[config.mk]
export PLATFORM = sky130hd
export DESIGN_NAME = sll_ctrl
export DESIGN_NICKNAME = d
export VERILOG_FILES = /design/src/sv/sll_pkg.sv /design/src/sv/sll_ctrl.sv
export SDC_FILE = /design/constraint.sdc
export NUM_CORES = 1
export LEC_CHECK = 0
export ABC_AREA = 1
export BUFFER_PORTS_ARGS = -buffer_cell sky130_fd_sc_hd__buf_4
export CORE_AREA = 4 4 98 100
export CTS_BUF_LIST = sky130_fd_sc_hd__clkbuf_8
export CTS_CLUSTER_DIAMETER = 100
export DETAILED_ROUTE_END_ITERATION = 12
export DIE_AREA = 0 0 102 104
export PLACE_DENSITY = 0.53
export SETUP_SLACK_MARGIN = 0.3
export SLEW_MARGIN = 10
export SYNTH_ARGS = -nofsm -noshare
export SYNTH_HDL_FRONTEND = slang
export SYNTH_SLANG_ARGS = --single-unit
[constraint.sdc]
create_clock -name clk -period 4.1 [get_ports clk]
set_input_delay 0.41 -clock clk [delete_from_list [all_inputs] [get_ports clk]]
set_output_delay 0.41 -clock clk [all_outputs]
set_load 0.01 [all_outputs]
[src/sv/sll_pkg.sv]
`timescale 1ns / 1ps
// ----------------------------------------------------------------------------
// Sphere lattice level set: shared package
// Types, widths, register indexes and command codes used by the controller,
// the datapath and the top level.
// ----------------------------------------------------------------------------
package sll_pkg;

  // Largest number of spheres along one axis.
  localparam int MAX_SPH = 8;

  // Width of a per-axis sphere count (holds MAX_SPH itself).
  localparam int CNT_W = $clog2(MAX_SPH + 1);
  // Width of a sphere index along one axis.
  localparam int IDX_W = (MAX_SPH > 1) ? $clog2(MAX_SPH) : 1;

  // Product of packing factor and radius, and its running multiple.
  localparam int PROD_W = 62;
  localparam int ACC_W  = PROD_W + CNT_W;

  // Odd multiple of the spacing, and signed distances along one axis.
  localparam int M_W   = 40;
  localparam int MAG_W = 35;

  // Squared distances and the square root.
  localparam int SUM_W      = 72;
  localparam int ROOT_W     = SUM_W / 2;
  localparam int REM_W      = ROOT_W + 3;
  localparam int SQRT_STEPS = ROOT_W;

  // Length magnitude handled by the small divider.
  localparam int DIV_STEPS = 32;

  // Controller step counter.
  localparam int CTR_W = 6;

  // Configuration register indexes.
  localparam int CFG_IDX_W = 4;
  localparam logic [CFG_IDX_W-1:0] REG_LOW_X  = 4'd0;
  localparam logic [CFG_IDX_W-1:0] REG_LOW_Y  = 4'd1;
  localparam logic [CFG_IDX_W-1:0] REG_LOW_Z  = 4'd2;
  localparam logic [CFG_IDX_W-1:0] REG_HIGH_X = 4'd3;
  localparam logic [CFG_IDX_W-1:0] REG_HIGH_Y = 4'd4;
  localparam logic [CFG_IDX_W-1:0] REG_HIGH_Z = 4'd5;
  localparam logic [CFG_IDX_W-1:0] REG_RADIUS = 4'd6;
  localparam logic [CFG_IDX_W-1:0] REG_PACK   = 4'd7;

  // Axis codes.
  localparam logic [1:0] AX_X = 2'd0;
  localparam logic [1:0] AX_Y = 2'd1;
  localparam logic [1:0] AX_Z = 2'd2;

  // Partial product selects for the squaring unit.
  localparam logic [1:0] PP_LL = 2'd0;
  localparam logic [1:0] PP_HL = 2'd1;
  localparam logic [1:0] PP_HH = 2'd2;

  // Configuration register file contents.
  typedef struct packed {
    logic signed [31:0] low_x;
    logic signed [31:0] low_y;
    logic signed [31:0] low_z;
    logic signed [31:0] high_x;
    logic signed [31:0] high_y;
    logic signed [31:0] high_z;
    logic [30:0]        radius;
    logic [30:0]        pack;
  } cfg_t;

  // Commands from the controller to the datapath.
  typedef struct packed {
    logic             load_pt;
    logic             prod;
    logic             best_init;
    logic             axis_init;
    logic             cnt_step;
    logic             div_init;
    logic             div_step;
    logic             sp_latch;
    logic             sq_load;
    logic             sq_pp;
    logic             sq_store;
    logic             visit;
    logic             sqrt_init;
    logic             sqrt_step;
    logic             out_fire;
    logic [1:0]       axis;
    logic [IDX_W-1:0] idx;
    logic [1:0]       pp_sel;
    logic [IDX_W-1:0] vi;
    logic [IDX_W-1:0] vj;
    logic [IDX_W-1:0] vk;
  } cmd_t;

  // Status from the datapath to the controller.
  typedef struct packed {
    logic [CNT_W-1:0] n_cur;
    logic [CNT_W-1:0] cnt_x;
    logic [CNT_W-1:0] cnt_y;
    logic [CNT_W-1:0] cnt_z;
  } stat_t;

endpackage

[src/sv/sll_ctrl.sv]
`timescale 1ns / 1ps
// ----------------------------------------------------------------------------
// Sphere lattice level set: controller
// Sequences axis setup, per-axis squared distances, the lattice sweep and
// the square root, issuing one command word per cycle to the datapath.
// ----------------------------------------------------------------------------
module sll_ctrl import sll_pkg::*; (
  input  logic  clk,
  input  logic  rst_n,
  input  logic  start,
  input  stat_t stat,
  output cmd_t  cmd,
  output logic  busy
);

  localparam logic [3:0] S_IDLE    = 4'd0;
  localparam logic [3:0] S_PROD    = 4'd1;
  localparam logic [3:0] S_AXINIT  = 4'd2;
  localparam logic [3:0] S_CNT     = 4'd3;
  localparam logic [3:0] S_DIVINIT = 4'd4;
  localparam logic [3:0] S_DIV     = 4'd5;
  localparam logic [3:0] S_SPLAT   = 4'd6;
  localparam logic [3:0] S_SQLOAD  = 4'd7;
  localparam logic [3:0] S_SQPP    = 4'd8;
  localparam logic [3:0] S_SQSTORE = 4'd9;
  localparam logic [3:0] S_VISIT   = 4'd10;
  localparam logic [3:0] S_DRAIN   = 4'd11;
  localparam logic [3:0] S_SQINIT  = 4'd12;
  localparam logic [3:0] S_SQRT    = 4'd13;
  localparam logic [3:0] S_DONE    = 4'd14;

  logic [3:0]       state_r, state_nxt;
  logic [CTR_W-1:0] ctr_r, ctr_nxt;
  logic [1:0]       axis_r, axis_nxt;
  logic [IDX_W-1:0] idx_r, idx_nxt;
  logic [1:0]       pp_r, pp_nxt;
  logic [IDX_W-1:0] vi_r, vi_nxt;
  logic [IDX_W-1:0] vj_r, vj_nxt;
  logic [IDX_W-1:0] vk_r, vk_nxt;

  // True when an index is the last one of a count.
  function automatic logic is_last(input logic [IDX_W-1:0] i, input logic [CNT_W-1:0] n);
    logic [CNT_W:0] ie;
    ie = {{(CNT_W - IDX_W + 1){1'b0}}, i} + 1'b1;
    return ie == {1'b0, n};
  endfunction

  assign busy = (state_r != S_IDLE);

  // Next state and command decode.
  always_comb begin
    state_nxt = state_r;
    ctr_nxt   = ctr_r;
    axis_nxt  = axis_r;
    idx_nxt   = idx_r;
    pp_nxt    = pp_r;
    vi_nxt    = vi_r;
    vj_nxt    = vj_r;
    vk_nxt    = vk_r;
    cmd        = '0;
    cmd.axis   = axis_r;
    cmd.idx    = idx_r;
    cmd.pp_sel = pp_r;
    cmd.vi     = vi_r;
    cmd.vj     = vj_r;
    cmd.vk     = vk_r;
    case (state_r)
      S_IDLE: begin
        if (start) begin
          cmd.load_pt = 1'b1;
          state_nxt   = S_PROD;
        end
      end
      S_PROD: begin
        cmd.prod      = 1'b1;
        cmd.best_init = 1'b1;
        axis_nxt      = AX_X;
        state_nxt     = S_AXINIT;
      end
      S_AXINIT: begin
        cmd.axis_init = 1'b1;
        ctr_nxt       = '0;
        state_nxt     = S_CNT;
      end
      S_CNT: begin
        if (ctr_r == CTR_W'(MAX_SPH - 1)) begin
          state_nxt = S_DIVINIT;
        end else begin
          cmd.cnt_step = 1'b1;
          ctr_nxt      = ctr_r + 1'b1;
        end
      end
      S_DIVINIT: begin
        cmd.div_init = 1'b1;
        ctr_nxt      = '0;
        state_nxt    = S_DIV;
      end
      S_DIV: begin
        cmd.div_step = 1'b1;
        ctr_nxt      = ctr_r + 1'b1;
        if (ctr_r == CTR_W'(DIV_STEPS - 1)) begin
          state_nxt = S_SPLAT;
        end
      end
      S_SPLAT: begin
        cmd.sp_latch = 1'b1;
        idx_nxt      = '0;
        state_nxt    = S_SQLOAD;
      end
      S_SQLOAD: begin
        cmd.sq_load = 1'b1;
        pp_nxt      = PP_LL;
        state_nxt   = S_SQPP;
      end
      S_SQPP: begin
        cmd.sq_pp = 1'b1;
        if (pp_r == PP_HH) begin
          state_nxt = S_SQSTORE;
        end else begin
          pp_nxt = pp_r + 2'd1;
        end
      end
      S_SQSTORE: begin
        cmd.sq_store = 1'b1;
        if (is_last(idx_r, stat.n_cur)) begin
          if (axis_r == AX_Z) begin
            vi_nxt    = '0;
            vj_nxt    = '0;
            vk_nxt    = '0;
            state_nxt = S_VISIT;
          end else begin
            axis_nxt  = axis_r + 2'd1;
            state_nxt = S_AXINIT;
          end
        end else begin
          idx_nxt   = idx_r + 1'b1;
          state_nxt = S_SQLOAD;
        end
      end
      S_VISIT: begin
        cmd.visit = 1'b1;
        if (is_last(vk_r, stat.cnt_z)) begin
          vk_nxt = '0;
          if (is_last(vj_r, stat.cnt_y)) begin
            vj_nxt = '0;
            if (is_last(vi_r, stat.cnt_x)) begin
              ctr_nxt   = '0;
              state_nxt = S_DRAIN;
            end else begin
              vi_nxt = vi_r + 1'b1;
            end
          end else begin
            vj_nxt = vj_r + 1'b1;
          end
        end else begin
          vk_nxt = vk_r + 1'b1;
        end
      end
      S_DRAIN: begin
        ctr_nxt = ctr_r + 1'b1;
        if (ctr_r == CTR_W'(2)) begin
          state_nxt = S_SQINIT;
        end
      end
      S_SQINIT: begin
        cmd.sqrt_init = 1'b1;
        ctr_nxt       = '0;
        state_nxt     = S_SQRT;
      end
      S_SQRT: begin
        cmd.sqrt_step = 1'b1;
        ctr_nxt       = ctr_r + 1'b1;
        if (ctr_r == CTR_W'(SQRT_STEPS - 1)) begin
          state_nxt = S_DONE;
        end
      end
      S_DONE: begin
        cmd.out_fire = 1'b1;
        state_nxt    = S_IDLE;
      end
      default: begin
        state_nxt = S_IDLE;
      end
    endcase
  end

  // State and counters.
  always_ff @(posedge clk) begin
    if (!rst_n) begin
      state_r <= S_IDLE;
      ctr_r   <= '0;
      axis_r  <= AX_X;
      idx_r   <= '0;
      pp_r    <= PP_LL;
      vi_r    <= '0;
      vj_r    <= '0;
      vk_r    <= '0;
    end else begin
      state_r <= state_nxt;
      ctr_r   <= ctr_nxt;
      axis_r  <= axis_nxt;
      idx_r   <= idx_nxt;
      pp_r    <= pp_nxt;
      vi_r    <= vi_nxt;
      vj_r    <= vj_nxt;
      vk_r    <= vk_nxt;
    end
  end

endmodule

==> out/qor.yml, run 1 <==
crit_top_cell: "nor2_1"
antenna_found_initial: 0
post_cts_buffers: 0
clock_skew_ps: 1.49
diodes: 0
route.detailed.drc: 0
start_util_pct: 24.8
rsz0062_at_grt: "false"
drt-initial-drc-count: 89
async_reset_ff_share_pct: 0
dr_total_vias: 2271
cpPeakStageDelay_ps: 490
path_class: "reg2reg"
yosys.area.top_type_share_pct: 24.2
cts_sinks: 26
endpoint_kind: "flop"
multi_input_area_mm2: 0.00135
synth_top_cell_by_area: "dfxtp_1"
synth_warnings: 0
drt-total-wl_mm: 5.74
synth_seq_cells: 26
avgRoutedWirePerCell_um: 11.2
total_power_mw: 1.00
syn_to_final_growth_pct: 24.8
cap_violations: 0
antenna_left: 0
crit_chain: "ha_1, nor2_1, nor2_1, nor2_1, nand3_2, o21ai_4, nand2_1, nand2_1, a21oi_1"
relSlewSlack_pct: 62.0
seqCellArea_um2: 520
clockPowerShare_pct: 21.9
crit_path_start_kind: "flop"
power.density_mw_per_mm2: 373
ys_seq_area_share_pct: 24.2
drive_gt1_share_pct: 21.7
ir_worst_vdd_mv: 0.153
pwr-share-comb_pct: 45.8
synth_common_cells: "102 x nand2_1, 54 x inv_1, 53 x nor2_1"
maxSlewViolCount: 0
synthCells: 356
timing.fmax_ghz: 0.506
dpl.hpwl_mm: 4.62
numCtsBuffers: 3
nFillCells: 982
ys_top_cells_by_area: "dfxtp_1 24%, nand2_1 18%, inv_1 9.4%, nor2_1 9.3%, nand3_1 7.0%"
switching_power_mw: 0.409
finalHoldViolations: 0
cp_num_buf_inv: 0
slowest_stage: "dfxtp_1"
avgSynthCellArea_um2: 6.03
p_sw_share_pct: 41.0
die_w_um: 102
dr.pass1.iters: 4
cts_resized: 0
overflow: 0
core_mm2: 0.00868
p_leak_nw: 1.37
hold_class: "in2reg"
grt_pass1_wl_mm: 9.71
io_pins: 51
die-area_mm2: 0.0106
clock_latency_ps: 270
finalSetupViolCount: 0
die_h_um: 104
grt_pass1_vias: 2194
std_cell_rows: 34
status: "completed"
final_nets: 434
portBuffers: 50
cts.htree.levels: 1
grtUsageTotal_pct: 10.8
post-route-period-util_pct: 48.2
clk_path_buf_depth: 2
synthMostInstantiatedCell: "nand2_1"
synth.distinct_cells: 32
required_ps: 4240
p_int_mw: 0.590
syn_nets: 383
fin_setup_tns_ps: 0
postCtsHoldBufs: 0
clkTransAtPathRegs_ps: 100
finalWeightedCongestion: 0.833
cts_tree: "done"
grt_max_degree: 16
synth_ff_type: "dfxtp_1"
tightest_slew_ps: 569
avgViaCountPerCell: 4.42
path_delay_family: "simple AND/OR/NAND/NOR gates"
crit_arrival_ps: 2120
cts_root_buffer: "clkbuf_8"
critPathMaxFanout: 9
period_minus_slack_ps: 1970
syn-cell-area_mm2: 0.00215
synth-edff-count: 0
p_seq_share_pct: 32.3
==> flip-flops by register name, summed over array words and instances (netlist names) <==
| signal | count |
|---|---|
| state_r | 4 |
| ctr_r | 6 |
| vi_r | 3 |
| vk_r | 3 |
| idx_r | 3 |
| vj_r | 3 |
| axis_r | 2 |
| pp_r | 2 |
==> cell families (layout without fill, tap and decap cells) <==
family / after synthesis / after routing / synth area share (%)
compound gates: 34 / 34 / 9.32
fa+ha+maj: 8 / 8 / 4.66
xor+xnor: 4 / 4 / 1.63
flops: 26 / 26 / 24.2
simple gates: 219 / 219 / 47.2
buf+inv: 65 / 115 / 13.0
==> final timing paths <==
kind                         start                       to  slack, ps  cells after the start
max reg2reg   vi_r[0]$_SDFFE_PN0P_  state_r[1]$_SDFFE_PN0P_       2130                      9
min                          rst_n     vi_r[0]$_SDFFE_PN0P_        450                      3
min reg2reg  ctr_r[5]$_SDFFE_PN0P_    ctr_r[5]$_SDFFE_PN0P_        510                      2
max           vi_r[0]$_SDFFE_PN0P_  state_r[1]$_SDFFE_PN0P_       2130                      9
==> cell type report <==
class	instances	area share, %
multi-input combinational	265	50.3
sequential	26	19.4
timing repair buffer	50	14.0
inverter	61	8.54
tap	108	5.04
clock buffer	3	1.54
clock inverter	1	1.12
==> per-layer routing <==
layer / global-route usage [%] / part of all wire [%] / wire [µm]
met5: 0 / 0 / 0
met4: 2.16 / 0.45 / 26
met3: 1.68 / 4.0 / 232
met2: 20.0 / 50 / 2890
met1: 13.0 / 45 / 2590
==> layout by cell type (no fill, tap or decap) <==
cell / synthesis / layout
inv_2: 7 / 7
or2_1: 1 / 1
nand2_2: 9 / 9
nor2_8: 2 / 2
nand2_1: 102 / 102
o31ai_1: 1 / 1
ha_1: 8 / 8
nand2_8: 1 / 1
bufinv_16: 0 / 1
o21ai_1: 2 / 2
inv_1: 54 / 54
a21oi_1: 15 / 15
o21ai_4: 1 / 1
nand4_1: 5 / 5
dfxtp_1: 26 / 26
nand3b_1: 2 / 2
xor2_1: 3 / 3
or2_0: 1 / 1
a31oi_1: 1 / 1
clkbuf_8: 0 / 3
nor2_2: 3 / 3
nand3_2: 3 / 3
and2_4: 1 / 1
nor2_1: 53 / 53
buf_4: 1 / 50
a21oi_2: 4 / 4
xnor2_1: 1 / 1
nor3_1: 3 / 3
o21ai_0: 10 / 10
nand3_1: 30 / 30
nand2_4: 3 / 3
==> power groups by stage <==
stage	registers (mW)	logic (mW)	clock network, mW
finish	0.323	0.458	0.219
floorplan	0.325	0.334	0
global placement	0.329	0.455	0
detailed placement	0.329	0.454	0
global route	0.327	0.513	0.234
CTS	0.323	0.459	0.226
==> worst reg2reg max path, cell delays in order, from the launching register on <==
cell	delay, ps
dfxtp_1	490
ha_1	310
nor2_1	120
nor2_1	50
nor2_1	120
nand3_2	140
o21ai_4	350
nand2_1	140
nand2_1	70
a21oi_1	50
==> through the flow <==
step	utilization [%]	setup slack, ps	cells	hold slack [ps]	area [µm²]
final	30.9	2130	514	446	2680
after CTS	30.9	2110	514	446	2680
after global placement	30.1	2160	510	490	2610
after detailed placement	30.1	2130	510	499	2610
after floorplan	-	2360	356	469	2150
after global routing	30.9	1890	514	451	2680
Power figures use the tool's default switching activity.
==> inputs of run 2 (changes only) <==
- ABC_AREA: 1 -> 0
- CORE_AREA: 4 4 98 100 -> 4 4 92 94
- DIE_AREA: 0 0 102 104 -> 0 0 96 98
- PLACE_DENSITY: 0.53 -> 0.55
- clock period: 4.1 -> 1.8 ns (I/O delays scaled with it)
==> run 2 against run 1 <==
Against the previous run:
- the flow now finishes with violations (negative setup slack)
- critical path depth decreased by 2
- sequential share of layout area decreased by 2.7 points
- fmax increased by 0.92%
- design area increased by 23%
- final cell count decreased by 12%
- clock skew increased by 2.3 ps
- sequential power increased by 110%
- register-to-register slack got worse by 2300 ps
- count of clock-buffer cells in the layout unchanged
- largest power group unchanged
==> out/qor.yml, run 2 <==
p_leak_nw: 1.32  # -3.6%
nFillCells: 728  # -26%
synth_seq_cells: 26  # unchanged
overflow: 0  # unchanged
status: "complete, but fails checks"
finalWeightedCongestion: 0.781  # -6.2%
dr.pass1.iters: 4  # unchanged
clk_path_buf_depth: 2  # unchanged
rsz0062_at_grt: "true"
crit_arrival_ps: 2170  # +50 ps
cp_num_buf_inv: 0  # unchanged
ff2ff_path_depth: 7  # -2
die_w_um: 96  # -5.9%
path_class: "reg2reg"
avgViaCountPerCell: 4.74  # +7.2%
drt-total-wl_mm: 6.01  # +4.7%
std_cell_rows: 32  # -5.9%
timing.fmax_ghz: 0.511  # +0.92%
crit_chain: "ha_4, xor2_1, or3_4, a21oi_4, o221ai_4, or4_4, a21oi_2"
finalHoldViolations: 0  # unchanged
cts.htree.levels: 1  # unchanged
fin_util_pct: 42.9  # +12 points
ir_worst_vdd_mv: 0.312  # +100%
cts_tree: "done"
mostFrequentLayoutCells: "99 x buf_4, 28 x nand2_1, 17 x nor2_1"
cts_sinks: 26  # unchanged
crit_path_end: "vj_r[0]$_SDFFE_PN0P_"
grt_pass1_wl_mm: 9.72  # about the same
fin_setup_tns_ps: -1830  # -1830 ps
synthMostInstantiatedCell: "nand2_1"
setup_ws_ps: -157  # -2280 ps
clock_skew_ps: 3.75  # +2.25 ps
maxSlewViolCount: 0  # unchanged
tightest_slew_ps: 458  # -111 ps
crit_start: "idx_r[0]$_SDFFE_PN0P_"
critPathMaxFanout: 3  # -6
syn_to_final_growth_pct: 74.0
ys_top_cells_by_area: "dfxtp_1 28%, nand2_1 6.2%, a21oi_1 5.3%, ha_1 5.3%, nor2_1 4.4%"
rrSetupSlack_ps: -160  # -2280 ps
numCtsBuffers: 3  # unchanged
hold_class: "in2reg"
slowest_stage: "or4_4"
route.detailed.drc: 0  # unchanged
avgSynthCellArea_um2: 7.64  # +27%
grtUsageTotal_pct: 12.6  # +1.8 points
synth_top_cell_by_area: "dfxtp_1"
reg_top3: "ctr_r (6), state_r (4)"
cts_root_buffer: "clkbuf_8"
portBuffers: 50  # unchanged
syn_nets: 274  # -28%
grt_pass1_vias: 2106  # -4.0%
die-area_mm2: 0.00941  # -11%
drt-initial-drc-count: 68  # -24%
core_mm2: 0.00765  # -12%
path_delay_family: "simple AND/OR/NAND/NOR gates"
dr_total_vias: 2136  # -5.9%
yosys.area.top_type_share_pct: 27.6  # +3.3 points
synthCells: 247  # -31%
async_reset_ff_share_pct: 0  # unchanged
period_minus_slack_ps: 1960  # -18.1 ps
relSlewSlack_pct: 69.1  # +7.1 points
reg2reg_from: "idx_r[0]$_SDFFE_PN0P_"
violations: "negative setup slack"
start_util_pct: 24.7  # -0.066 points
synth_common_cells: "31 x nand2_1, 26 x dfxtp_1, 22 x nor2_1"
die_h_um: 98  # -5.8%
drive_gt1_share_pct: 51.9  # +30 points
final_nets: 378  # -13%
required_ps: 2010  # -2230 ps
r2r_end: "vj_r[0]$_SDFFE_PN0P_"
ys_seq_area_share_pct: 27.6  # +3.3 points
mostFrequentLayoutCell: "buf_4"
regMostFlops: "ctr_r"
io_pins: 51  # unchanged
synth_ff_type: "dfxtp_1"
post-route-period-util_pct: 109  # +61 points
synth-edff-count: 0  # unchanged
syn-cell-area_mm2: 0.00189  # -12%
finalSetupViolCount: 20  # +20
cap_violations: 0  # unchanged
synth.distinct_cells: 45  # +41%
endpoint_kind: "flop"
crit_path_start_kind: "flop"
worstSetupPathDepth: 7  # -2
diodes: 0  # unchanged
cpPeakStageDelay_ps: 420  # -70 ps
avgRoutedWirePerCell_um: 13.3  # +19%
dpl.hpwl_mm: 4.49  # -2.8%
largest_reg_flops: 6  # unchanged
synth_warnings: 0  # unchanged
clock_latency_ps: 270  # about the same
antenna_found_initial: 0  # unchanged
antenna_left: 0  # unchanged
hp-start: "rst_n"
clkTransAtPathRegs_ps: 90  # about the same
grt_max_degree: 17  # +1
power.density_mw_per_mm2: 671  # +80%
==> run 2: cell count changes in the layout (fill, tap and decap cells not counted), sizes merged, moves of 10 or more <==
cell | previous run | this run
buf | 50 | 111
nand3 | 33 | 7
nand2 | 115 | 31
nor2 | 58 | 22
inv | 61 | 9
nor3 | 3 | 13
==> run 2: worst min-delay path by stage <==
stage / slack [ps] / depth (start not counted) / to
3_3_place_gp: 480 / 2 / ctr_r[4]$_SDFFE_PN0P_
4_1_cts: 240 / 2 / state_r[2]$_SDFFE_PN0P_
2_1_floorplan: 330 / 2 / state_r[3]$_SDFFE_PN0P_
6_report: 250 / 2 / state_r[2]$_SDFFE_PN0P_
5_1_grt: 250 / 2 / state_r[2]$_SDFFE_PN0P_
3_5_place_dp: 490 / 2 / ctr_r[4]$_SDFFE_PN0P_
==> run 2: area by class of cell <==
type	count	area, µm²	share of cell area, %
Multi-Input combinational cell	200	1640	50.0
Timing Repair Buffer	111	887	27.0
Sequential cell	26	551	16.8
Tap cell	102	128	3.89
Clock buffer	3	41.3	1.26
Inverter	9	36.3	1.10
==> run 2: metal layers <==
layer	GRT usage (%)	up-vias	routed length, µm
met5	0	-	0
met2	21.0	34	3010
met3	2.16	6	198
met4	3.06	0	57
li1	-	1098	-
met1	16.7	998	2740
==> run 2: metrics by stage <==
step	total power [mW]	hold WS (ps)	setup slack [ps]	instances	area [µm²]
6_report	2.20	249	-157	451	3280
5_1_grt	2.34	247	-251	451	3280
4_1_cts	2.08	240	-157	444	3010
3_5_place_dp	1.49	490	-122	433	2780
3_3_place_gp	1.48	485	-128	433	2780
2_1_floorplan	1.13	328	-190	247	1990
==> run 2: kinds of logic after synthesis <==
logic type                 after synthesis  share of synthesized area, %
buffers and inverters                   21                          4.70
xor gates and xnor gates                14                          6.49
muxes                                    7                          3.71
AOI/OAI and AO/OA                       57                          20.8
DFF                                     26                          27.6
adders and majority gates                8                          5.30
and+or+nand+nor                        114                          31.4
==> run 2: repair_timing <==
item | 4_1_cts | 5_1_grt
pin swaps | 10 | 12
setup buffers | 8 | 7
gates resized for setup | 32 | 41
endpoints found under the setup margin | 35 | 40
hold buffers | 0 | 0
==> run 2: power breakdown <==
group / internal [mW] / switching, mW
clock network: 0.150 / 0.187
registers: 0.616 / 0.0590
logic: 0.621 / 0.571
==> run 2: worst reg2reg max path: stages (launching register included) <==
cell,delay (ps)
dfxtp_4,360
ha_4,160
xor2_1,160
or3_4,350
a21oi_4,190
o221ai_4,120
or4_4,420
a21oi_2,140
==> inputs of run 3 (changes only) <==
- RECOVER_POWER: unset -> 100
- REMOVE_ABC_BUFFERS: unset -> 1
==> run 3 against run 2 <==
Against the previous run:
- the flow still finishes with violations (negative setup slack)
- fmax down 1.3%
- sequential share of layout area down 1.0 points
- die area unchanged
- sequential cell count unchanged
- non-clock buffer count up 14
- largest cell class unchanged
- largest power group unchanged
==> out/qor.yml, run 3 (same netlist as run 2, synthesis figures left out) <==
status: "complete, but fails checks"
postCtsHoldBufs: 0  # unchanged
std_cell_rows: 32  # unchanged
crit_path_start_kind: "flop"
grt_max_degree: 17  # unchanged
regMostFlops: "ctr_r"
place_ws_ps: -339  # -217 ps
path_class: "reg2reg"
diodes: 0  # unchanged
period_minus_slack_ps: 1980  # +26.1 ps
p_leak_nw: 1.42  # +7.4%
antenna_left: 0  # unchanged
cts_tree: "done"
cts_root_buffer: "clkbuf_8"
fin_util_pct: 45.8  # +2.9 points
grt_pass1_wl_mm: 9.88  # +1.7%
cts.htree.levels: 1  # unchanged
drt-total-wl_mm: 6.22  # +3.5%
dr.pass1.iters: 4  # unchanged
drt-initial-drc-count: 47  # -31%
rsz0062_at_grt: "true"
required_ps: 2000  # about the same
final_nets: 392  # +3.7%
crit_arrival_ps: 2180  # about the same
numCtsBuffers: 3  # unchanged
timing.fmax_ghz: 0.504  # -1.3%
fin_setup_tns_ps: -1740  # +94.4 ps
postPlaceCellArea_mm2: 0.00271  # -2.5%
route.detailed.drc: 0  # unchanged
clk_path_buf_depth: 2  # unchanged
ff2ff_path_depth: 7  # unchanged
drive_gt1_share_pct: 58.1  # +6.3 points
min_path_cells: 2  # unchanged
antenna_found_initial: 0  # unchanged
grtUsageTotal_pct: 12.6  # -0.023 points
fin_area_mm2: 0.00351  # +6.7%
reg_top3: "ctr_r (6), state_r (4)"
syn_to_final_growth_pct: 85.7
core_mm2: 0.00765  # unchanged
nFillCells: 740  # +1.6%
clock_skew_ps: 8.52  # +4.77 ps
io_pins: 51  # unchanged
rrSetupSlack_ps: -180  # -30 ps
finalWeightedCongestion: 0.769  # -1.6%
die_h_um: 98  # unchanged
reg2reg_from: "vk_r[1]$_SDFFE_PN0P_"
grt_pass1_vias: 2156  # +2.4%
relSlewSlack_pct: 79.1  # +10 points
setup_ws_ps: -183  # -26.1 ps
post-route-period-util_pct: 110  # +1.4 points
endpoint_kind: "flop"
power.density_mw_per_mm2: 619  # -7.7%
dpl.hpwl_mm: 4.37  # -2.7%
mostFrequentLayoutCells: "98 x buf_4, 26 x nand2_1, 24 x buf_6"
cap_violations: 0  # unchanged
hold_class: "in2reg"
largest_reg_flops: 6  # unchanged
clock_latency_ps: 270  # about the same
ir_worst_vdd_mv: 0.234  # -25%
dr_total_vias: 2240  # +4.9%
avgRoutedWirePerCell_um: 13.4  # +0.38%
mostFrequentLayoutCell: "buf_4"
clkTransAtPathRegs_ps: 90  # about the same
hp-start: "rst_n"
start_util_pct: 24.7  # unchanged
violations: "negative setup slack"
cts_sinks: 26  # unchanged
critPathMaxFanout: 4  # +1
die-area_mm2: 0.00941  # unchanged
tightest_slew_ps: 313  # -145 ps
die_w_um: 96  # unchanged
finalSetupViolCount: 19  # -5.0%
hold_end: "state_r[2]$_SDFFE_PN0P_"
overflow: 0  # unchanged
finalHoldViolations: 0  # unchanged
r2r_end: "vj_r[0]$_SDFFE_PN0P_"
avgViaCountPerCell: 4.82  # +1.7%
portBuffers: 50  # unchanged
maxSlewViolCount: 0  # unchanged
[run 3: cell types whose count changed in the layout (fill, tap and decap cells not counted), sizes merged]
cell	before	now
buf	111	122
clkbuf	3	6
[run 3: per-layer routing]
metal  GRT usage [%]  vias up  wire length, µm
met5               0        -                0
met3            2.08        4              218
met1            16.2     1059             2780
met4            2.08        0               46
li1                -     1132                -
met2            22.0       45             3180
[run 3: final cells by class]
| class | instances | area (µm²) | area share, % |
|---|---|---|---|
| clock buffer | 3 | 41.3 | 1.18 |
| inverter | 9 | 36.3 | 1.03 |
| multi-input combinational | 200 | 1730 | 49.4 |
| sequential | 26 | 552 | 15.7 |
| tap | 102 | 128 | 3.64 |
| timing repair buffer | 125 | 1020 | 29.0 |
[run 3: per-stage QoR]
| step | total power [mW] | hold slack [ps] | instances |
|---|---|---|---|
| 6_report | 2.17 | 231 | 465 |
| 4_1_cts | 2.03 | 225 | 454 |
| 5_1_grt | 2.30 | 225 | 465 |
| 3_5_place_dp | 1.47 | 511 | 437 |
| 2_1_floorplan | 1.07 | 297 | 235 |
| 3_3_place_gp | 1.47 | 504 | 437 |
[run 3: power by group]
part           internal (mW)  total, mW  switching, mW  leakage [nW]
clock                  0.150      0.333          0.183        0.0216
combinational          0.603       1.17          0.569          1.18
sequential             0.612      0.665         0.0530         0.219
[run 3: how the worst max path moves through the flow]
stage	to	cells past startpoint	startpoint
2_1_floorplan	vj_r[0]$_SDFFE_PN0P_	7	vk_r[0]$_SDFFE_PN0P_
3_3_place_gp	ctr_r[1]$_SDFFE_PN0P_	7	vi_r[0]$_SDFFE_PN0P_
3_5_place_dp	ctr_r[1]$_SDFFE_PN0P_	7	vi_r[0]$_SDFFE_PN0P_
4_1_cts	vj_r[0]$_SDFFE_PN0P_	7	vk_r[1]$_SDFFE_PN0P_
5_1_grt	vj_r[0]$_SDFFE_PN0P_	7	vk_r[1]$_SDFFE_PN0P_
6_report	vj_r[0]$_SDFFE_PN0P_	7	vk_r[1]$_SDFFE_PN0P_
[run 3: repair_timing]
item,CTS,global route
resized for setup,74,62
pin swaps,29,29
buffers inserted,14,11
endpoints found under the setup margin,33,34
[run 3: critical path: stages (launching register included)]
cell and delay (ps):
dfxtp_2 340, ha_4 240, xor2_1 150, a211o_1 250
a31oi_4 220, o221ai_4 160, or4_4 430, a21oi_2 120
